`src/lbm_d2q9_velocity_norm_defines.svh`:
```
// assertion helpers shared by the velocity norm block
`ifndef LBM_D2Q9_VELOCITY_NORM_DEFINES_SVH
`define LBM_D2Q9_VELOCITY_NORM_DEFINES_SVH

// same-cycle implication, checked on clk, off during reset
`define LBMV_ASSERT_SAME(label, ante, cons, msg) \
	label: assert property (@(posedge clk) disable iff (!arst_n) (ante) |-> (cons)) \
		else $error(msg);

// next-cycle implication, checked on clk, off during reset
`define LBMV_ASSERT_NEXT(label, ante, cons, msg) \
	label: assert property (@(posedge clk) disable iff (!arst_n) (ante) |=> (cons)) \
		else $error(msg);

`endif

```
`src/lbmv_pkg.sv`:
```
package lbmv_pkg;
	localparam int FRAC_BITS_DEF = 16;
	localparam int F_W = 16;
	localparam int RHO_W = 20;
	localparam int MOM_W = 18;
	localparam int SPEED_W = 17;
	localparam logic [SPEED_W-1:0] OBST_SPEED = 17'h1F99A;
	localparam logic [15:0] SPEED_MAX = 16'hFFFF;

	typedef struct packed {
		logic valid;
		logic obst;
		logic zero;
	} ctl_t;
endpackage

```
`src/lbmv_div_cell.sv`:
```
module lbmv_div_cell #(
	parameter int FRAC_BITS = lbmv_pkg::FRAC_BITS_DEF
) (
	input  logic                       clk,
	input  logic                       arst_n,
	input  logic                       en,
	input  lbmv_pkg::ctl_t             ctl_in,
	input  logic [lbmv_pkg::RHO_W-1:0] rho_in,
	input  logic [lbmv_pkg::RHO_W-1:0] rx_in,
	input  logic [lbmv_pkg::RHO_W-1:0] ry_in,
	input  logic [1:0]                 bit_in,
	input  logic [FRAC_BITS:0]         qx_in,
	input  logic [FRAC_BITS:0]         qy_in,
	output lbmv_pkg::ctl_t             ctl_q,
	output logic [lbmv_pkg::RHO_W-1:0] rho_q,
	output logic [lbmv_pkg::RHO_W-1:0] rx_q,
	output logic [lbmv_pkg::RHO_W-1:0] ry_q,
	output logic [FRAC_BITS:0]         qx_q,
	output logic [FRAC_BITS:0]         qy_q
);
	import lbmv_pkg::*;

	logic [RHO_W:0] tx, ty, dx, dy;
	logic           gx, gy;

	always_comb begin
		tx = {rx_in, bit_in[0]};
		ty = {ry_in, bit_in[1]};
		dx = tx - {1'b0, rho_in};
		dy = ty - {1'b0, rho_in};
		gx = (tx >= {1'b0, rho_in});
		gy = (ty >= {1'b0, rho_in});
	end

	always_ff @(posedge clk or negedge arst_n) begin
		if (!arst_n) begin
			ctl_q <= '0;
		end else if (en) begin
			ctl_q <= ctl_in;
		end
	end

	always_ff @(posedge clk) begin
		if (en) begin
			rho_q <= rho_in;
			rx_q  <= gx ? dx[RHO_W-1:0] : tx[RHO_W-1:0];
			ry_q  <= gy ? dy[RHO_W-1:0] : ty[RHO_W-1:0];
			qx_q  <= {qx_in[FRAC_BITS-1:0], gx};
			qy_q  <= {qy_in[FRAC_BITS-1:0], gy};
		end
	end
endmodule

```
`config.mk`:
```
export PLATFORM = sky130hd
export DESIGN_NAME = lbmv_div_cell
export DESIGN_NICKNAME = d
export VERILOG_FILES = /design/src/lbm_d2q9_velocity_norm_defines.svh /design/src/lbmv_pkg.sv /design/src/lbmv_div_cell.sv
export SDC_FILE = /design/constraint.sdc
export NUM_CORES = 1
export LEC_CHECK = 0
export BUFFER_PORTS_ARGS = -buffer_cell sky130_fd_sc_hd__buf_2
export CAP_MARGIN = 10
export CORE_MARGIN = 2
export CORE_UTILIZATION = 43
export CTS_BUF_LIST = sky130_fd_sc_hd__clkbuf_2
export DETAILED_ROUTE_END_ITERATION = 8
export GPL_ROUTABILITY_DRIVEN = 0
export GPL_TIMING_DRIVEN = 0
export HOLD_SLACK_MARGIN = 0.08
export PLACE_DENSITY = 0.69
export SLEW_MARGIN = 0
export SYNTH_ARGS = -nofsm -noshare
export SYNTH_HDL_FRONTEND = slang
export SYNTH_SLANG_ARGS = --single-unit
```
`constraint.sdc`:
```
create_clock -name clk -period 0.8 [get_ports clk]
set_input_delay 0.04 -clock clk [delete_from_list [all_inputs] [get_ports clk]]
set_output_delay 0.04 -clock clk [all_outputs]
set_load 0.02 [all_outputs]
```
==> results.md <==
* Max-cap violations at 0
* Total power after layout at 15.0 mW
* Static leakage power at 4.00 nW
* Relative contribution of sequential cells to total power at 43.4%
* 1st-iter DRT viols at 243
* Estimated wirelength of the detail-placed design at 11.1 mm
* Synthesis Warnings at 0
* TritonCTS clock tree: yes
* Sw frac at 34.2%
* Area share of the largest cell type after synthesis at 51.0%
* Data required, critical path at 1.25 ns
* Synth Register Bits at 97
* Violated checks: hold timing, setup timing
* Net count after synthesis at 610
* DR WL/cell at 18.1 um
* Arrival time reported for the critical path endpoint at 2.25 ns
* Worst vdd rail ir drop at 0.826 mV
* Overall fraction of global-route tracks in use at 24.3%
* Antenna violations before repair at 1
* Worst-Margin Slew at 0.656 ns
* CP most frequent cell: a21oi_2
* Largest stage delay on the critical path at 0.30 ns
* Primary FF master, synth: edfxtp_1
* Final-stage net count at 953
* Setup-violating endpoint count in the final report at 149
* Area enclosed by the die boundary at 13800 um2
* Port bufs at 196
* Worst-skew pair later-pin latency at 0.61 ns
* Final Hold Violating Endpoints at 71
* Fraction of layout instances using a drive strength above 1 at 49.9%
* Fmax at 555 MHz
* DRC violations left at 0
* Switching power of the nets at 5.15 mW
* FFs w/ async S/R, synth at 3.09%
* Antenna fix cells at 0
* WL final at 17.9 mm
* Max FO, Critical Path at 5
* Final-layout worst hold slack at -0.416 ns
* WP buf/inv at 4
* Area of the mapped netlist at 5540 um2
* Top library cells by usage in the layout, fill and taps aside: buf_2, edfxtp_1, dlygate4sd3_1
* Via-per-instance ratio at 5.21
* Cells after DPL at 835
* Number of global-route vias before repair at 5181
* Clk buf depth at 2
* Max H-tree Level at 3
* Total power divided by cell area at 1610 nW/um2
* Path type of the worst min-delay path: in -> reg
* Synthesized area per cell at 11.9 um2
* Count of pins on the block boundary at 199
* Largest delay share family, worst path: compound AO/OA/AOI/OAI gates
* Cell-internal power at 9.89 mW
* Post-synthesis cell type count at 53
* Cell types with the largest area share after synthesis: edfxtp_1, ha_1, mux2_1
* Vert. Die Dim at 117 um
* Combinational group share of total power at 40.8%
* Status: complete, but fails checks
* Final period demand of the worst path at 1.80 ns
* Row count at 41
* Number of flops mapped to enable cells by yosys at 94
* Worst clock skew on the final layout at 0 ns
* Number of iterations in the first detailed-routing pass at 4
* Final std cells w/o fill at 986
* Placeable core area at 12600 um2
* Startpoint-to-endpoint class of the critical path: in -> reg
* Starting utilization of the core area at 43.9%
* CP Capture Type: register
* Library cell contributing the largest single delay on the critical path: a211o_1
* Sequence of cells on the critical path: buf_8 > clkinvlp_4 > buf_6 > ha_4 > nor2b_1 > o31ai_2 > a21oi_2 > a211o_1 > a21o_1 > a21oi_2 > buf_4 > xor2_2 > o21ai_2
* First-pass GRT wire length at 26.4 mm
* Headroom to the max-slew limit at 56.3%
* Maximum number of pins on one net before global-route repair at 50
* Crit path setup slack, layout at -1.00 ns
* P&R area growth vs syn at 68.9%
* Number of vias after detailed routing at 5134
* Sequential fraction of the synthesis area at 52.3%
* Cell chosen for the clock root: clkbuf_2
* Max Slew Vio Count at 0
* Post-synthesis cell count at 466
* Antenna violation net count after detailed routing at 0
* Clock slew at the register clock pins of the worst setup and hold paths at 0.29 ns
* Startpoint kind of the worst setup timing path: primary input
* Ratio of final minimum period to clock period at 225%
* Overall die width at 117 um
* Relative contribution of the clock network to total power at 15.7%
* Leading area contributor after synthesis: edfxtp_1
* Setup repair after global routing missed its margin: true
* Filler Cells Inserted at 837
* Overall overflow remaining after global route at 0
* Number of sinks driven by the clock tree at 97
* Leading cell type in the layout, fill and taps excluded: buf_2
* Inserted Clock Buffers at 9
## repair_timing
| action | in CTS | in global routing |
|---|---|---|
| pin swaps | 40 | 37 |
| resized for setup | 137 | 118 |
| hold buffers | 86 | 14 |
| hold endpoints to repair | 146 | 87 |
| gates cloned | 3 | 2 |
| setup buffers | 27 | 18 |
| endpoints found under the setup margin | 139 | 153 |
## registers in the layout (all words and copies together), names as in the netlist
signal  flops
rho_q      20
qx_q       17
ry_q       20
ctl_q       3
rx_q       20
qy_q       17
## layout make-up
class	instances	area (um2)	area share, %
multi-input combinational	325	3100	33.2
sequential	97	2900	31.0
timing repair buffer	333	2760	29.5
tap	172	215	2.30
inverter	36	166	1.78
buffer	7	100	1.07
clock inverter	7	62.6	0.669
clock buffer	9	45.0	0.482
## worst paths after layout
check | endpoint | cells after the start | slack [ns] | from
setup / recovery | rx_q[12] | 13 | -1.00 | rho_in[2]
hold / removal | rho_q[14] | 1 | -0.42 | rho_in[14]
setup reg to reg | ctl_q[0] | 1 | -0.01 | ctl_q[0]
hold reg to reg | ctl_q[1] | 1 | 0.57 | ctl_q[1]
max in group asynchronous | ctl_q[2] | 3 | 0.39 | arst_n
min in group asynchronous | ctl_q[0] | 3 | 0.26 | arst_n
## synth_stat cells (all sizes together) (8+ instances only)
cell,instances
nor3,10
o21a,8
nand3,8
nand2,38
xnor2,14
xor2,10
a21o,15
a21oi,27
inv,36
buf,8
o21ai,36
mux2,22
edfxtp,94
nor2,20
ha,40
## power by group through the flow
stage / Combinational, mW / Sequential [mW] / Clock, mW
5_1_grt: 6.51 / 6.58 / 2.58
2_1_floorplan: 2.16 / 7.30 / 0
3_5_place_dp: 4.34 / 6.54 / 0
3_3_place_gp: 4.24 / 6.55 / 0
4_1_cts: 5.50 / 6.47 / 2.41
6_report: 6.14 / 6.53 / 2.36
## per-stage QoR
step	hold WS [ns]	utilization [%]	TNS [ns]	setup slack [ns]	cell area, um2
3_5_place_dp	-0.160	55.7	-113.35	-2.10	7030
2_1_floorplan	-0.256	-	-56.78	-1.44	5800
5_1_grt	-0.471	74.1	-89.81	-1.02	9350
6_report	-0.416	74.1	-83.80	-1.00	9350
3_3_place_gp	-0.164	55.4	-201.91	-2.06	7000
4_1_cts	-0.452	69.7	-86.42	-0.983	8790
## logic make-up (layout without fill, tap and decap cells)
family / count (synthesis) / after routing / share of synthesized area (%)
AOI/OAI and AO/OA: 122 / 122 / 15.0
and+or+nand+nor: 110 / 110 / 9.74
DFF: 97 / 97 / 52.3
buffers and inverters: 44 / 392 / 3.84
adders and majority gates: 42 / 42 / 9.76
muxes: 27 / 27 / 5.58
xor gates and xnor gates: 24 / 24 / 3.80
## per-layer routing
metal | share of wire [%] | up-vias | wire (um) | global-route usage (%)
met2 | 51 | 207 | 9190 | 43.1
met4 | 2.7 | 0 | 485 | 8.51
met3 | 6.0 | 37 | 1080 | 4.65
met5 | 0 | - | 0 | 0
li1 | - | 2433 | - | -
met1 | 40 | 2457 | 7120 | 29.5
Note: power is estimated with default switching activity, not from simulation.
