[config.mk]
export PLATFORM = sky130hd
export DESIGN_NAME = lbmv_sqrt_cell
export DESIGN_NICKNAME = d
export VERILOG_FILES = /design/src/lbm_d2q9_velocity_norm_defines.svh /design/src/lbmv_pkg.sv /design/src/lbmv_sqrt_cell.sv
export SDC_FILE = /design/constraint.sdc
export NUM_CORES = 1
export LEC_CHECK = 0
export BUFFER_PORTS_ARGS = -buffer_cell sky130_fd_sc_hd__buf_4
export CAP_MARGIN = 10
export CELL_PAD_IN_SITES_DETAIL_PLACEMENT = 1
export CELL_PAD_IN_SITES_GLOBAL_PLACEMENT = 2
export CORE_MARGIN = 3
export CORE_UTILIZATION = 32
export DETAILED_ROUTE_END_ITERATION = 8
export GPL_TIMING_DRIVEN = 0
export PLACE_DENSITY_LB_ADDON = 0.1
export SKIP_CTS_REPAIR_TIMING = 1
export SLEW_MARGIN = 20
export SYNTH_ARGS = -nofsm -noshare
export SYNTH_HDL_FRONTEND = slang
export SYNTH_SLANG_ARGS = --single-unit
[constraint.sdc]
create_clock -name clk -period 1.4 [get_ports clk]
set_input_delay 0.14 -clock clk [delete_from_list [all_inputs] [get_ports clk]]
set_output_delay 0.14 -clock clk [all_outputs]
set_load 0.02 [all_outputs]
[src/lbm_d2q9_velocity_norm_defines.svh]
// assertion helpers shared by the velocity norm block
`ifndef LBM_D2Q9_VELOCITY_NORM_DEFINES_SVH
`define LBM_D2Q9_VELOCITY_NORM_DEFINES_SVH

// same-cycle implication, checked on clk, off during reset
`define LBMV_ASSERT_SAME(label, ante, cons, msg) \
	label: assert property (@(posedge clk) disable iff (!arst_n) (ante) |-> (cons)) \
		else $error(msg);

// next-cycle implication, checked on clk, off during reset
`define LBMV_ASSERT_NEXT(label, ante, cons, msg) \
	label: assert property (@(posedge clk) disable iff (!arst_n) (ante) |=> (cons)) \
		else $error(msg);

`endif

[src/lbmv_pkg.sv]
package lbmv_pkg;
	localparam int FRAC_BITS_DEF = 16;
	localparam int F_W = 16;
	localparam int RHO_W = 20;
	localparam int MOM_W = 18;
	localparam int SPEED_W = 17;
	localparam logic [SPEED_W-1:0] OBST_SPEED = 17'h1F99A;
	localparam logic [15:0] SPEED_MAX = 16'hFFFF;

	typedef struct packed {
		logic valid;
		logic obst;
		logic zero;
	} ctl_t;
endpackage

[src/lbmv_sqrt_cell.sv]
module lbmv_sqrt_cell #(
	parameter int FRAC_BITS = lbmv_pkg::FRAC_BITS_DEF
) (
	input  logic                     clk,
	input  logic                     arst_n,
	input  logic                     en,
	input  lbmv_pkg::ctl_t           ctl_in,
	input  logic [2*FRAC_BITS+1:0]   s_in,
	input  logic [FRAC_BITS+2:0]     rem_in,
	input  logic [FRAC_BITS:0]       root_in,
	output lbmv_pkg::ctl_t           ctl_q,
	output logic [2*FRAC_BITS+1:0]   s_q,
	output logic [FRAC_BITS+2:0]     rem_q,
	output logic [FRAC_BITS:0]       root_q
);
	import lbmv_pkg::*;

	localparam int SW = 2*FRAC_BITS + 2;
	localparam int RW = FRAC_BITS + 3;

	logic [RW-1:0] rem_sh, trial, diff;
	logic          take;

	always_comb begin
		rem_sh = {rem_in[RW-3:0], s_in[SW-1:SW-2]};
		trial  = {root_in, 2'b01};
		diff   = rem_sh - trial;
		take   = (rem_sh >= trial);
	end

	always_ff @(posedge clk or negedge arst_n) begin
		if (!arst_n) begin
			ctl_q <= '0;
		end else if (en) begin
			ctl_q <= ctl_in;
		end
	end

	always_ff @(posedge clk) begin
		if (en) begin
			s_q    <= {s_in[SW-3:0], 2'b00};
			rem_q  <= take ? diff : rem_sh;
			root_q <= {root_in[FRAC_BITS-1:0], take};
		end
	end
endmodule
==> summary.md, run 1 <==
| Metric | Value |
|---|---|
| Seq/Total Area, Yosys | 61.39% |
| Final Hold Fails | 0 |
| Flop2flop setup slack | between 0.6 and 0.7 ns |
| Largest net degree at the start of global routing | just over 70 |
| Die Height | between 100 and 150 um |
| DRT iter0 DRCs | between 100 and 150 |
| Critical path class | input pin to flop |
| Crit path cell chain | buf_4, ha_4, nand4_1, or3_4, o221ai_4, a21oi_2, o21a_1, buf_6, buf_12, mux2_4 |
| Worst slew pin tran | between 0.9 and 1 ns |
| Number of global-route vias before repair | 2,567 |
| Final estimated routing congestion in global placement | roughly 0.75 |
| RSZ-0062 raised after global routing | true |
| Area grow syn2layout | 74.46% |
| Max Root-Sink Buffers | 2 |
| Initial antenna violation count | 0 |
| Slew Limit Fails | 0 |
| Delay-heaviest family, CP | simple AND/OR/NAND/NOR gates |
| Die Wd | ~110 um |
| IO Pins | approximately 150 |
| Wire per inst | about 17 um |
| CORE AREA | about 10,000 um^2 |
| Hold Path Class | input pin to flop |
| Post-layout min period | slightly below 2 ns |
| CTS root buf | clkbuf_8 |
| Worst hold slack | approximately 0.037 ns |
| Worst Clk Skew | 0 ns |
| Port Buf Inserts | between 100 and 150 |
| WL final | about 11,000 um |
| Crit start category | input pin |
| Hold path startpoint | ctl_in[1] |
| Layout Utilization | roughly 58% |
| Share of cells above drive strength 1 | approximately 53% |
| Number of synthesized flops with an enable pin | 68 |
| Mapped cell area | about 3400 um^2 |
| Netlist cell types | 47 |
| FF-to-FF End | ctl_q[2] |
| Async set-reset flop share out of synthesis | 4.225% |
| Max rail drop VDD | approximately 0.0005 V |
| Reg clk slew, reported paths | ~0.080 ns |
| Hold worst-path end | ctl_q[1] |
| Maximum clock rate | 513.6 MHz |
| Power per standard cell area | ~1100 nW/um^2 |
| Routed Antenna Nets | 0 |
| Synth Register Bits | between 70 and 80 |
| Failing checks | setup timing |
| Die Area | 12,060 um^2 |
| Layout Nets | 570 |
| Syn avg cell area | about 14 um^2 |
| H-tree levels | 3 |
| Hold depth | 2 |
| Outcome | finished, violations left |
| GRT Util Overall | between 10% and 20% |
| First drt pass iteration count | 4 |
| Synth warn | 0 |
| Dominant synthesized flop cell | edfxtp_1 |
| Clock Latency Late Sink | ~0.34 ns |
| CP max FO | 5 |
| CTS tree | yes |
| Max-Cap Viols | 0 |
| First-pass GRT wire length | roughly 13,000 um |
| R2R depth | 1 |
| Period utilization | 139.1% |
| CP max stage cell | or3_4 |
| Leakage | about 2.5 nW |
| Dpl hpwl | roughly 6700 um |
| Vias | 2,911 |
| Slew HR | 38.57% |
| Setup slack at placement | -1.059 ns |
| Syn Inst Count | between 200 and 300 |
| Critical Path Sink Type | flop |
| Number of antenna diodes | 0 |
| Drt via density | approximately 4.7 |
| Sink Count | 71 |
| Grt total ovfl | 0 |
| Final worst setup slack | -0.5470 ns |
| Worst EP required | around 1.5 ns |
| Total CTS buffers | 9 |
| Final setup viols | 20 |
| Row Count | 37 |
| Initial core utilization | ~33% |
| Drc violations | 0 |
| Worst r2r src | ctl_q[2] |
| Buffers & Inverters on Critical Path | 3 |
| Critical Path AT | 2.05 ns |
| Worst path max stage delay | 0.37 ns |
-- cell usage in the layout, fill, tap and decap left out, types with 3 or more instances in the layout --
cell type	Yosys	final
inv_6	0	4
buf_6	1	11
nor2_1	12	10
ha_1	19	4
o21ai_0	8	4
xor2_1	6	6
inv_4	0	5
edfxtp_1	68	68
a21oi_2	1	5
o211ai_1	5	5
nand4_1	5	5
inv_2	0	6
bufinv_16	0	3
xnor2_1	8	7
dfrtp_1	3	3
o21ai_2	0	3
dlygate4sd3_1	0	51
inv_1	25	11
o21a_1	3	3
clkbuf_8	0	9
o21bai_1	3	3
a21oi_1	21	15
mux2_4	5	5
mux2_2	12	12
buf_4	2	148
ha_4	0	15
nand2_1	11	11
-- through the flow --
stage	area (um^2)	std cells	setup TNS (ns)	total power, mW
floorplan	3677	254	-11.18	3.591
global placement	4928	534	-18.04	4.251
detailed placement	4928	534	-18.78	4.277
CTS	5171	550	-11.12	6.321
global route	6016	616	-10.64	6.913
finish	6016	616	-9.816	6.582
-- synthesized netlist by cell type, types with 2 or more instances --
cell / n / area [um^2]
dfrtp_1: 3 / 75.07
xnor2_1: 8 / 70.07
edfxtp_1: 68 / 2042
mux2_2: 12 / 135.1
o21bai_1: 3 / 22.52
o21ai_0: 8 / 40.04
mux2_4: 5 / 75.07
nand4_1: 5 / 31.28
inv_1: 25 / 93.84
o21a_1: 3 / 22.52
a31oi_1: 3 / 18.77
o211ai_1: 5 / 37.54
ha_1: 19 / 237.7
xor2_1: 6 / 52.55
a21oi_1: 21 / 105.1
and3_1: 2 / 12.51
nand3_1: 2 / 10.01
nand2_2: 2 / 12.51
nor2_1: 12 / 45.04
and2_1: 3 / 18.77
nand2_1: 11 / 41.29
buf_4: 2 / 15.01
-- metal layers --
layer  track usage (%)  part of all wire [%]  up-vias
met1             19.49                    42     1410
li1                  -                     -     1389
met3             5.109                   7.2        7
met4             5.610                  0.92        0
met2             21.97                    50      105
met5                 0                     0        -
-- worst max path at each step --
stage	startpoint	end	slack, ns	cells past startpoint
2_1_floorplan	root_in[8]	rem_q[11]	-0.68	10
3_3_place_gp	rem_in[15]	rem_q[15]	-1.02	10
3_5_place_dp	root_in[12]	rem_q[15]	-1.06	11
4_1_cts	root_in[12]	rem_q[15]	-0.68	11
5_1_grt	root_in[4]	rem_q[15]	-0.59	11
6_report	rem_in[5]	rem_q[15]	-0.55	10
-- kinds of logic after synthesis --
logic type                 Yosys count  synth area share [%]
DFF                                 71                 61.39
AOI/OAI and AO/OA                   57                 11.14
and+or+nand+nor                     43                 6.350
buffers and inverters               30                 4.172
adders and majority gates           19                 6.894
muxes                               18                 6.386
xor gates and xnor gates            14                 3.556
other                                1                0.1087
-- state kept, by name (all words and copies together), names as in the netlist --
name / cells
ctl_q: 3
root_q: 17
rem_q: 19
s_q: 32
-- where the power goes --
part	leakage (nW)	internal, mW	switching, mW
combinational	1.69	0.987	0.919
clock	0.118	1.19	0.845
sequential	0.700	2.57	0.0651
-- layout make-up --
cell class,count,area (um^2)
flip-flops and latches,71,2117
well taps,136,170.2
clock inverters,7,118.9
repair buffers,211,1794
multi-input cells,153,1516
plain buffers,4,46.29
fillers,1049,4400
inverters,25,128.9
clock buffers,9,123.9
No activity file was read; power rests on OpenSTA's default activity.
==> run 2, diff against run 1 <==
--- a/config.mk
+++ b/config.mk
@@ -10,9 +10,10 @@
 export CELL_PAD_IN_SITES_DETAIL_PLACEMENT = 1
 export CELL_PAD_IN_SITES_GLOBAL_PLACEMENT = 2
 export CORE_MARGIN = 3
-export CORE_UTILIZATION = 32
+export CORE_UTILIZATION = 30
 export DETAILED_ROUTE_END_ITERATION = 8
 export GPL_TIMING_DRIVEN = 0
+export MAX_ROUTING_LAYER = met4
 export PLACE_DENSITY_LB_ADDON = 0.1
 export SKIP_CTS_REPAIR_TIMING = 1
 export SLEW_MARGIN = 20
==> constraint.sdc (replaced) <==
create_clock -name clk -period 2 [get_ports clk]
set_input_delay 0.2 -clock clk [delete_from_list [all_inputs] [get_ports clk]]
set_output_delay 0.2 -clock clk [all_outputs]
set_load 0.02 [all_outputs]
==> summary.md, run 2 (synthesized netlist as in run 1, its figures left out) <==
| Metric | Value |
|---|---|
| Outcome | finished, violations left |
| Failing checks | setup timing |
| WL final | 9058 um (-15%) |
| Total CTS buffers | 9 (unchanged) |
| Final Power | 4.620 mW (-30%) |
| Final setup viols | 16 (-20%) |
| Sink Count | 71 (unchanged) |
| R2R depth | 1 (unchanged) |
| Slew Limit Fails | 0 (unchanged) |
| CTS root buf | clkbuf_16 |
| IO Pins | 149 (unchanged) |
| Worst EP required | 2.08 ns (+0.58 ns) |
| Hold depth | 1 (-1) |
| Hold Path Class | input pin to flop |
| Clock network fraction of total power | 34.1% (+3.2 points) |
| Setup TNS | -0.3125 ns (+9.503 ns) |
| Grt met2 use | 22.00% (+0.031 points) |
| Power Internal | 3.371 mW (-29%) |
| Clock Latency Late Sink | 0.32 ns (-0.02 ns) |
| Post-Layout Cell Count | 566 (-8.1%) |
| Commonest non-fill, non-tap cell in the layout | buf_4 |
| RSZ-0062 raised after global routing | true |
| CORE AREA | 11,030 um^2 (+5.9%) |
| Final Cell Area | 5455 um^2 (-9.3%) |
| Power per standard cell area | 846.9 nW/um^2 (-23%) |
| Flop2flop setup slack | 1.23 ns (+0.61 ns) |
| Critical Path Sink Type | flop |
| Worst r2r src | ctl_q[2] |
| Maximum clock rate | between 400 and 500 MHz |
| First drt pass iteration count | 4 (unchanged) |
| Slew HR | 39.49% (+0.92 points) |
| Port Buf Inserts | 144 (unchanged) |
| Reg area | 2117 um^2 (unchanged) |
| Met3 GRT Util | 2.353% (-2.8 points) |
| CP max FO | 5 (unchanged) |
| Initial core utilization | 31.26% (-1.8 points) |
| Largest net degree at the start of global routing | 72 (unchanged) |
| Crit start category | input pin |
| H-tree levels | 3 (unchanged) |
| Area grow syn2layout | 58.20% |
| Number of global-route vias before repair | 2,709 (+5.5%) |
| Vias | 2,635 (-9.5%) |
| Hold path startpoint | s_in[3] |
| Max-Cap Viols | 0 (unchanged) |
| Wire per inst | 16.00 um (-7.8%) |
| Most Used Layer, Global Route | met2 |
| Switch share | 27.03% (-0.77 points) |
| Max FFs per register | 32 (unchanged) |
| Layout Utilization | 49.46% (-8.3 points) |
| Max Root-Sink Buffers | 2 (unchanged) |
| Regs by FF count | s_q x32, rem_q x19, root_q x17 |
| Grt total ovfl | 0 (unchanged) |
| Die Wd | 113.2 um (+3.1%) |
| Row Count | 38 (+2.7%) |
| Post-layout min period | ~2 ns |
| Sequential share of power | 39.9% (-0.2 points) |
| Logic pwr share | 26.0% (-3.0 points) |
| Drt via density | 4.655 (-1.5%) |
| FF-to-FF End | ctl_q[2] |
| Critical path class | input pin to flop |
| Final worst setup slack | -0.04366 ns (+0.5034 ns) |
| Final estimated routing congestion in global placement | 0.7810 (+4.2%) |
| NetSw | 1.249 mW (-32%) |
| Initial antenna violation count | 0 (unchanged) |
| GRT Util Overall | 14.46% (-0.22 points) |
| # fillers | 1,158 (+10%) |
| Largest reg by FF count | s_q |
| Layout Nets | 516 (-9.5%) |
| Max rail drop VDD | 0.0003374 V (-35%) |
| Worst Clk Skew | 0 ns (unchanged) |
| Hold worst-path end | s_q[5] |
| Multi-input combinational cell area | 1448 um^2 (-4.5%) |
| Die Area | 12,820 um^2 (+6.3%) |
| Routed Antenna Nets | 0 (unchanged) |
| Share of cells above drive strength 1 | 55.87% (+3.2 points) |
| CTS tree | yes |
| Dpl hpwl | 6783 um (+1.0%) |
| DRT iter0 DRCs | 103 (-8.0%) |
| Placed instance area | 4933 um^2 (+0.10%) |
| Critical Path AT | 2.12 ns (+0.07 ns) |
| Worst slew pin tran | 0.9077 ns (-0.01374 ns) |
| Final Hold Fails | 0 (unchanged) |
| Die Height | 113.2 um (+3.1%) |
| M1 GR Usage | 19.08% (-0.41 points) |
| Leakage | 2.298 nW (-8.4%) |
| Most frequent cells in the layout | buf_4, edfxtp_1, inv_1, a21oi_1, ha_4 |
| Drc violations | 0 (unchanged) |
| Placed Cells | 538 (+0.75%) |
| Period utilization | 102.2% |
| Reg clk slew, reported paths | 0.06 ns (-0.02 ns) |
| Number of antenna diodes | 0 (unchanged) |
| First-pass GRT wire length | 14,010 um (+4.3%) |
run 2: changes by cell type in the layout (fill, tap and decap cells not counted), moves of 3 or more:
| cell | change |
|---|---|
| dlygate4sd3_1 | -50 |
| clkbuf_16 | +9 |
| clkbuf_8 | -9 |
| buf_6 | -6 |
| inv_1 | +5 |
| clkinv_2 | +3 |
| inv_2 | -3 |
run 2: layout make-up:
class                           count  area share, %
Sequential cell                    71          38.81
Multi-Input combinational cell    153          26.54
Timing Repair Buffer              157          22.98
Clock buffer                       10          4.197
Tap cell                          140          3.211
Inverter                           25          2.271
Clock inverter                      6          1.147
Buffer                              4         0.8486
run 2: routing by layer:
metal  vias up  part of all wire (%)
li1       1285                     -
met1      1235                    46
met2       101                    47
met3        14                   5.8
met4         0                   1.6
met5         -                     0
run 2: power groups by stage:
stage | combinational [mW] | sequential [mW] | clock (mW)
after CTS | 1.13 | 1.85 | 1.63
after detailed placement | 1.12 | 1.88 | 0
final | 1.20 | 1.84 | 1.58
after floorplan | 0.449 | 2.06 | 0
after global routing | 1.30 | 1.86 | 1.69
after global placement | 1.11 | 1.87 | 0
run 2: worst max-delay path by stage:
| stage | startpoint | endpoint | slack [ns] | cells after the start |
|---|---|---|---|---|
| final | root_in[8] | rem_q[13] | -0.04 | 11 |
| after global routing | root_in[6] | rem_q[16] | -0.09 | 11 |
| after global placement | root_in[0] | rem_q[16] | -0.48 | 9 |
| after floorplan | root_in[8] | rem_q[11] | -0.14 | 10 |
| after detailed placement | root_in[4] | rem_q[14] | -0.49 | 11 |
| after CTS | root_in[4] | rem_q[16] | -0.16 | 11 |
run 2: through the flow:
stage	hold WS (ns)	setup WS, ns
global placement	-0.009634	-0.4820
finish	0.04628	-0.04366
CTS	-0.3596	-0.1561
floorplan	-0.09559	-0.1365
global route	0.02943	-0.08786
detailed placement	-0.003686	-0.4928
run 2: worst max-delay path, cell delays in order:
cell	delay, ns
buf_6	0.10
inv_12	0.03
ha_4	0.30
nand2_4	0.07
or3_4	0.40
o221ai_4	0.21
a21oi_2	0.10
o21a_1	0.12
buf_6	0.14
clkbuf_16	0.15
mux2_4	0.28
