## src/lbm_d2q9_velocity_norm_defines.svh

```systemverilog
// assertion helpers shared by the velocity norm block
`ifndef LBM_D2Q9_VELOCITY_NORM_DEFINES_SVH
`define LBM_D2Q9_VELOCITY_NORM_DEFINES_SVH

// same-cycle implication, checked on clk, off during reset
`define LBMV_ASSERT_SAME(label, ante, cons, msg) \
	label: assert property (@(posedge clk) disable iff (!arst_n) (ante) |-> (cons)) \
		else $error(msg);

// next-cycle implication, checked on clk, off during reset
`define LBMV_ASSERT_NEXT(label, ante, cons, msg) \
	label: assert property (@(posedge clk) disable iff (!arst_n) (ante) |=> (cons)) \
		else $error(msg);

`endif

```

## src/lbmv_pkg.sv

```systemverilog
package lbmv_pkg;
	localparam int FRAC_BITS_DEF = 16;
	localparam int F_W = 16;
	localparam int RHO_W = 20;
	localparam int MOM_W = 18;
	localparam int SPEED_W = 17;
	localparam logic [SPEED_W-1:0] OBST_SPEED = 17'h1F99A;
	localparam logic [15:0] SPEED_MAX = 16'hFFFF;

	typedef struct packed {
		logic valid;
		logic obst;
		logic zero;
	} ctl_t;
endpackage

```

## src/lbmv_front.sv

```systemverilog
module lbmv_front (
	input  logic                         clk,
	input  logic                         arst_n,
	input  logic                         en,
	input  logic                         in_valid,
	input  logic [9*lbmv_pkg::F_W-1:0]   f_all,
	input  logic                         is_obstacle,
	output lbmv_pkg::ctl_t               ctl_q,
	output logic [lbmv_pkg::RHO_W-1:0]   rho_q,
	output logic [lbmv_pkg::RHO_W-1:0]   rx_q,
	output logic [lbmv_pkg::RHO_W-1:0]   ry_q,
	output logic [1:0]                   lsb_q
);
	import lbmv_pkg::*;

	logic [F_W-1:0]   f [0:8];
	logic [RHO_W-1:0] rho;
	logic [MOM_W-1:0] px, nx, py, ny, mx, my;

	always_comb begin
		for (int i = 0; i < 9; i++) begin
			f[i] = f_all[i*F_W +: F_W];
		end
		rho = RHO_W'(f[0]) + RHO_W'(f[1]) + RHO_W'(f[2]) + RHO_W'(f[3]) + RHO_W'(f[4])
			+ RHO_W'(f[5]) + RHO_W'(f[6]) + RHO_W'(f[7]) + RHO_W'(f[8]);
		// order: rest, e, n, w, s, ne, nw, sw, se
		px = MOM_W'(f[1]) + MOM_W'(f[5]) + MOM_W'(f[8]);
		nx = MOM_W'(f[3]) + MOM_W'(f[6]) + MOM_W'(f[7]);
		py = MOM_W'(f[2]) + MOM_W'(f[5]) + MOM_W'(f[6]);
		ny = MOM_W'(f[4]) + MOM_W'(f[7]) + MOM_W'(f[8]);
		mx = (px >= nx) ? px - nx : nx - px;
		my = (py >= ny) ? py - ny : ny - py;
	end

	always_ff @(posedge clk or negedge arst_n) begin
		if (!arst_n) begin
			ctl_q <= '0;
		end else if (en) begin
			ctl_q.valid <= in_valid;
			ctl_q.obst  <= is_obstacle;
			ctl_q.zero  <= (rho == '0);
		end
	end

	// top quotient bits are always zero since |m| <= rho
	always_ff @(posedge clk) begin
		if (en) begin
			rho_q <= rho;
			rx_q  <= RHO_W'(mx[MOM_W-1:1]);
			ry_q  <= RHO_W'(my[MOM_W-1:1]);
			lsb_q <= {my[0], mx[0]};
		end
	end
endmodule

```

## config.mk

```make
export PLATFORM = sky130hd
export DESIGN_NAME = lbmv_front
export DESIGN_NICKNAME = d
export VERILOG_FILES = /design/src/lbm_d2q9_velocity_norm_defines.svh /design/src/lbmv_pkg.sv /design/src/lbmv_front.sv
export SDC_FILE = /design/constraint.sdc
export NUM_CORES = 1
export LEC_CHECK = 0
export BUFFER_PORTS_ARGS = -buffer_cell sky130_fd_sc_hd__buf_2
export CAP_MARGIN = 20
export CORE_ASPECT_RATIO = 0.5
export CORE_MARGIN = 2
export CORE_UTILIZATION = 64
export DETAILED_ROUTE_END_ITERATION = 10
export MAX_ROUTING_LAYER = met4
export PLACE_DENSITY = 0.86
export SYNTH_ARGS = -nofsm -noshare
export SYNTH_HDL_FRONTEND = slang
export SYNTH_SLANG_ARGS = --single-unit
```

## constraint.sdc

```tcl
create_clock -name clk -period 1.85 [get_ports clk]
set_clock_uncertainty 0.15 [all_clocks]
set_input_delay 0.0925 -clock clk [delete_from_list [all_inputs] [get_ports clk]]
set_output_delay 0.0925 -clock clk [all_outputs]
set_load 0.005 [all_outputs]
```

==> results of run 1 <==
## per-stage QoR
stage	cell area, µm²	setup slack, ns	setup TNS (ns)	hold WS (ns)
floorplan	13000	-2.72	-121.40	-0.353
global placement	17300	-3.26	-148.35	-0.253
detailed placement	17300	-3.58	-164.12	-0.248
CTS	18900	-2.90	-131.50	0.200
## metal layers
layer | global-route usage | overflow
met1 | 0.902 | 19
met2 | 1.05 | 348
met3 | 0.800 | 21
met4 | 0.937 | 138
met5 | - | -
## synthesized netlist by cell type (all sizes together) (17+ instances only)
cell      n
nand3    17
a21oi   101
nand2    57
xor2     44
mux2i    19
inv     256
o21ai    53
fa      182
a21o     41
clkbuf   19
nor3     31
edfxtp   56
xnor2    58
nor2     61
ha      151
nor2b    27
## timing repair
item,in CTS
resized for setup,215
endpoints found under the hold margin,5
pin swaps,119
cloned,3
buffers inserted,51
hold buffers,4
endpoints found under the setup margin,54
## cell families after synthesis
group	Yosys count
fa+ha+maj	333
compound gates	309
buf+inv	288
simple gates	251
xor+xnor	102
flops	59
mux	22
other cells	1
==> flow_summary.toml, run 1 <==
[run_status]
status = "did not finish"
lastStage = "global routing"
error = "[ERROR GRT-0116] Global routing finished with congestion. Check the congestion regions in the DRC Viewer."

[global_routing]
grt_max_degree = 35
overflow = 526
grt_pass1_wl_mm = 144
grt_usage = 0.928
grt_pass1_vias = 21100

[yosys]
synth_simple_gate_area_share = 0.0978
syn-instance-count = 1365
synth_ff_type = "edfxtp_1"
synthTopCellsByArea = "fa_1, ha_1, edfxtp_1"
yosysSeqAreaShare = 0.137
ys.warnings.count = 0
synth_xor_area_frac = 0.0699
synth_top_family_by_area = "adder cells"
synth_mux_area_frac = 0.0175
async_flop_share = 0.0508
netlist_area_um2 = 12800
yosys.area.top_type = "fa_1"
avgSynthCellArea_um2 = 9.36
synth-edff-count = 56
yosysTopAreaCellShare = 0.285
ys_seq_elements = 59
synth.distinct_cells = 66
synth-compound-area-share = 0.157
synthAdderAreaFrac = 0.433

[floorplan]
die_x_um = 204
io_pins = 214
initial_core_util = 0.655
row_count = 36
die_h_um = 104

[placed_design]
dpl.cell_count = 2230
dp_hpwl_mm = 42.5
gp_congestion = 1.13
port_buffers = 207

[clocking]
clockBufferDepth = 2
h-tree-depth = 3
cts_buffers = 9
cts.sinks = 59
ctsRootBufferMaster = "clkbuf_16"
==> run 2: changes to the inputs <==
--- a/config.mk
+++ b/config.mk
@@ -7,12 +7,10 @@
 export LEC_CHECK = 0
 export BUFFER_PORTS_ARGS = -buffer_cell sky130_fd_sc_hd__buf_2
 export CAP_MARGIN = 20
-export CORE_ASPECT_RATIO = 0.5
 export CORE_MARGIN = 2
-export CORE_UTILIZATION = 64
+export CORE_UTILIZATION = 40
 export DETAILED_ROUTE_END_ITERATION = 10
-export MAX_ROUTING_LAYER = met4
-export PLACE_DENSITY = 0.86
+export PLACE_DENSITY_LB_ADDON = 0.15
 export SYNTH_ARGS = -nofsm -noshare
 export SYNTH_HDL_FRONTEND = slang
 export SYNTH_SLANG_ARGS = --single-unit
==> flow_summary.toml, run 2 <==
[yosys]
synth_ff_type = "edfxtp_1"
yosysMostFrequentCell = "inv_1"
ys_seq_elements = 59
synth.distinct_cells = 66
synth-edff-count = 56
yosysSeqAreaShare = 0.137
avgSynthCellArea_um2 = 9.36
async_flop_share = 0.0508
netlist_area_um2 = 12800
ys_top_cells_by_count = "inv_1, fa_1, ha_1"
yosysTopAreaCellShare = 0.285
yosys.area.top_type = "fa_1"
synthTopCellsByArea = "fa_1, ha_1, edfxtp_1"
syn-instance-count = 1365
ys.warnings.count = 0

[sta]
period_share = 2.52
fin_tns_setup_ns = -127.30
drv_slew = 0
rsz0062_at_grt = "yes"
max_clock_freq_mhz = 214
finalHoldViolations = 0
min_period_ns = 4.67
relSlewSlack = 0.412
setup-violations-final = 54
fin_ws_ns = -2.82
max_slew.worst_pin.slew_ns = 0.882

[placed_design]
dpl_worst_slack_ns = -3.41
gp_congestion = 0.944
port_buffers = 207
dp_hpwl_mm = 34.9
place_area_um2 = 17600

[clocking]
cts_tree = "done"
clockBufferDepth = 2
cts.sinks = 59
cts_buffers = 9
clk_pin_slew_ns = 0.07
ctsRootBufferMaster = "clkbuf_16"
h-tree-depth = 3
clk_latency_ns = 0.37

[floorplan]
io_pins = 214
core_um2 = 31500
dieArea_um2 = 33400
die_h_um = 183
initial_core_util = 0.406
row_count = 65
die_x_um = 183

[global_routing]
grt_antenna_before_repair = 9
overflow = 0
grt_max_degree = 60
grt_usage = 0.259
grt_pass1_vias = 12900
grt_pass1_wl_mm = 66.0

[power]
p_switching_mw = 19.5
pwr-share-comb = 0.887
p_seq_frac = 0.075
clkPwrFrac = 0.038
power.total_mw = 44.3
swShare = 0.440
irDropWorstVdd_mv = 1.46
p_leak_nw = 9.90
p_per_area_nw_per_um2 = 2230
intPower_mw = 24.8

[routing]
drc_errors = 0
dr.pass1.iters = 4
wl_met2_mm = 20.7
drt-total-wl_mm = 41.7
dr_total_vias = 12200
post_drt_wl_per_cell_um = 16.8
drt_iter0_drc = 438
detail-route-antenna-nets = 0
met3_length_mm = 2.02
m1WireLength_mm = 17.7
routed_via_density = 4.93
top_layer_used = "met5"

[hold_path]
min_from = "f_all[128]"
hold_path_depth = 3
hold_end = "rho_q[0]"
min_path_type = "input pin to flip-flop"

[run]
cap_violations = 0

[finish]
layout.nets = 2544
multi_input_area_um2 = 11200
ff_latch_area_um2 = 1760
largest_reg_flops = 20
fin_area_um2 = 19900
fillerInstances = 2705
drive_gt1_frac = 0.468
largest_registers = "rho_q: 20 flops, rx_q: 17 flops, ry_q: 17 flops"
layout_common_cells = "buf_4, inv_1, buf_2, fa_1, ha_1"
final_common_cell = "buf_4"
syn_to_final_growth_pct = 55.7
top_register = "rho_q"
final_util = 0.632

[setup_path]
cp-start-kind = "input pin"
r2r_end = "ctl_q[2]"
r2r_start = "ctl_q[2]"
worst_ep_required_time_ns = 1.99
critPathKind = "input pin to flip-flop"
critPathCaptureType = "flip-flop"
rr_worst_depth = 1
reg2reg_slack_ns = 0.96
cp_data_arrival_time_ns = 4.81
path_max_fanout = 3

[run_status]
status = "finished, violations left"
violations = "setup timing"
## run 2: cell counts after synthesis
No cell type changed its count.
## run 2: cell type report
type                            instances  area share
Antenna cell                            5    0.000629
Inverter                              256      0.0486
Clock inverter                          5     0.00151
Sequential cell                        59      0.0883
Clock buffer                           11      0.0117
Multi-Input combinational cell       1023       0.564
Timing Repair Buffer                  713       0.260
Tap cell                              402      0.0253
## run 2: repair_timing
item,in CTS,in global routing
resized for setup,174,164
setup buffers,62,22
pin swaps,85,109
cloned,1,0
endpoints found under the setup margin,54,54
endpoints found under the hold margin,5,0
hold buffers,4,0
## run 2: layer usage
layer  vias up  GRT usage
li1       5934          -
met1      5888      0.325
met2       291      0.452
met3        64     0.0469
met4        10     0.0823
met5         -          0
## run 2: worst max path at each step
stage / slack (ns) / depth (start not counted) / end / startpoint
floorplan: -2.72 / 25 / rx_q[6] / f_all[113]
global placement: -3.36 / 19 / ctl_q[0] / f_all[98]
detailed placement: -3.41 / 24 / rx_q[15] / f_all[17]
CTS: -2.80 / 20 / ctl_q[0] / f_all[130]
global route: -2.97 / 25 / rx_q[6] / f_all[49]
finish: -2.82 / 19 / ctl_q[0] / f_all[131]
## run 2: worst max-delay path: stages
cell and delay [ns]:
buf_8 0.10, fa_1 0.55, fa_1 0.45, fa_1 0.57
inv_1 0.06, fa_1 0.54, inv_2 0.07, ha_4 0.22
a211oi_4 0.27, buf_4 0.17, o21bai_4 0.07, a21bo_4 0.25
a31oi_4 0.18, buf_6 0.14, xnor2_4 0.07, nor3_1 0.21
nand4b_1 0.15, or4_4 0.46, o31ai_4 0.17
## run 2: cell families after synthesis
logic type,after synthesis,synth area share
flip-flops,59,0.137
adder cells (fa/ha/maj),333,0.433
XOR/XNOR,102,0.0699
AO/OA/AOI/OAI,309,0.157
AND/OR/NAND/NOR,251,0.0978
multiplexers,22,0.0175
other,1,0.000293
buffers and inverters,288,0.0870
## run 2: metrics by stage
stage	hold slack (ns)	instances
2_1_floorplan	-0.353	1370
3_3_place_gp	-0.258	2382
3_5_place_dp	-0.258	2382
4_1_cts	0.160	2457
5_1_grt	0.179	2471
6_report	0.171	2474
## run 2: power groups by stage
stage	logic, mW	registers [mW]	clock network [mW]
floorplan	17.2	3.43	0
global placement	30.7	3.34	0
detailed placement	31.0	3.34	0
CTS	35.9	3.33	1.75
global route	42.7	3.39	1.79
finish	39.3	3.32	1.69
Note: power is estimated with default switching activity, not from simulation.
==> run 3: changes to the inputs <==
--- a/config.mk
+++ b/config.mk
@@ -11,6 +11,7 @@
 export CORE_UTILIZATION = 40
 export DETAILED_ROUTE_END_ITERATION = 10
 export PLACE_DENSITY_LB_ADDON = 0.15
+export SKIP_CTS_REPAIR_TIMING = 1
 export SYNTH_ARGS = -nofsm -noshare
 export SYNTH_HDL_FRONTEND = slang
 export SYNTH_SLANG_ARGS = --single-unit
==> flow_summary.toml, run 3 (synthesis results as in run 2) <==
[placed_design]
place_area_um2 = 17600
dpl.cell_count = 2382
port_buffers = 207
dp_hpwl_mm = 34.9
gp_congestion = 0.944

[clocking]
clockBufferDepth = 2
cts_buffers = 9
clk_pin_slew_ns = 0.07
cts.sinks = 59
ctsRootBufferMaster = "clkbuf_16"
h-tree-depth = 3
clk_latency_ns = 0.37
cts_tree = "done"

[setup_path]
cp-start-kind = "input pin"
r2r_end = "ctl_q[2]"
worst_ep_required_time_ns = 1.99
crit_end = "ctl_q[0]"
r2r_start = "ctl_q[2]"
critPathKind = "input pin to flip-flop"
path_max_fanout = 3
cp_data_arrival_time_ns = 4.82
reg2reg_slack_ns = 0.95
critPathCaptureType = "flip-flop"
startpoint = "f_all[130]"
rr_worst_depth = 1

[finish]
largest_registers = "rho_q: 20 flops, rx_q: 17 flops, ry_q: 17 flops"
syn_to_final_growth_pct = 50.1
layout.nets = 2499
largest_reg_flops = 20
top_register = "rho_q"
fin_area_um2 = 19200
layoutNonFillerInstCount = 2428
final_common_cell = "buf_4"
drive_gt1_frac = 0.437
layout_common_cells = "buf_4, inv_1, buf_2, fa_1, ha_1"

[sta]
hold_slack_ns = 0.176
relSlewSlack = 0.406
max_clock_freq_mhz = 214
min_period_ns = 4.68
max_slew.worst_pin.slew_ns = 0.891
fin_ws_ns = -2.83
drv_slew = 0
rsz0062_at_grt = "yes"
period_share = 2.53
setup-violations-final = 54
finalHoldViolations = 0

[floorplan]
dieArea_um2 = 33400
die_h_um = 183
row_count = 65
initial_core_util = 0.406
core_um2 = 31500
die_x_um = 183
io_pins = 214

[global_routing]
grt_pass1_vias = 12300
use_met1 = 0.317
grt_usage = 0.248
grt_max_degree = 60
use_met2 = 0.432
use_met3 = 0.0447
grt-busiest-layer = "met2"
grt_antenna_before_repair = 10
grt_pass1_wl_mm = 63.3
overflow = 0

[power]
p_leak_nw = 9.61
irDropWorstVdd_mv = 1.68
p_per_area_nw_per_um2 = 2210

[routing]
post_drt_wl_per_cell_um = 16.8
drc_errors = 0
detail-route-antenna-nets = 0
drt_iter0_drc = 488
dr.pass1.iters = 5
dr_total_vias = 12000
routed_via_density = 4.94
drt-total-wl_mm = 40.7

[run_status]
status = "finished, violations left"
violations = "setup timing"

[run]
cap_violations = 0

[hold_path]
min_path_type = "input pin to flip-flop"
-- run 3: area by class of cell --
type / instances / area, µm²
antenna: 4 / 10.0
clock buffer: 11 / 233
clock inverter: 5 / 30.0
fill: 2798 / 12300
inverter: 256 / 966
multi-input combinational: 1023 / 10900
sequential: 59 / 1760
tap: 402 / 503
timing repair buffer: 668 / 4780
-- run 3: power by group --
| group | total [mW] | leakage, nW | switching, mW | internal, mW |
|---|---|---|---|---|
| clock network | 1.69 | 0.125 | 0.790 | 0.901 |
| logic | 37.3 | 8.90 | 17.7 | 19.6 |
| registers | 3.32 | 0.585 | 0.161 | 3.16 |
| total | 42.3 | 9.61 | 18.7 | 23.6 |
-- run 3: worst min path at each step --
stage               cells past startpoint  endpoint       start  slack [ns]
finish                                  3  rho_q[0]  f_all[128]        0.18
floorplan                               0  ctl_q[0]      arst_n       -0.35
CTS                                     1  ctl_q[2]      arst_n       -0.67
global placement                        1  ctl_q[2]      arst_n       -0.26
detailed placement                      1  ctl_q[0]      arst_n       -0.26
global route                            3  rho_q[0]  f_all[128]        0.18
-- run 3: critical path, cell delays in order --
cell      delay, ns
buf_8          0.10
fa_1           0.50
fa_1           0.52
inv_2          0.04
fa_1           0.48
fa_1           0.52
inv_2          0.05
ha_4           0.16
inv_2          0.05
fa_2           0.23
nor2b_4        0.06
buf_6          0.11
o311ai_4       0.30
nand2_2        0.17
a41o_1         0.24
a21o_1         0.19
a21oi_2        0.19
xnor2_2        0.09
or4_4          0.54
o31ai_4        0.17
-- run 3: through the flow --
step | total power [mW] | worst slack (ns) | utilization | TNS, ns
finish | 42.3 | -2.83 | 0.609 | -127.98
global route | 45.8 | -3.02 | 0.609 | -135.81
CTS | 36.3 | -3.05 | 0.568 | -137.19
detailed placement | 34.3 | -3.41 | 0.559 | -157.39
global placement | 34.1 | -3.36 | 0.559 | -153.21
floorplan | 20.6 | -2.72 | - | -121.40
-- run 3: routing by layer --
layer / wire length (µm) / vias to the layer above
met2: 20100 / 279
met1: 17500 / 5790
li1: - / 5848
met3: 2050 / 56
met4: 1020 / 12
met5: 73 / -
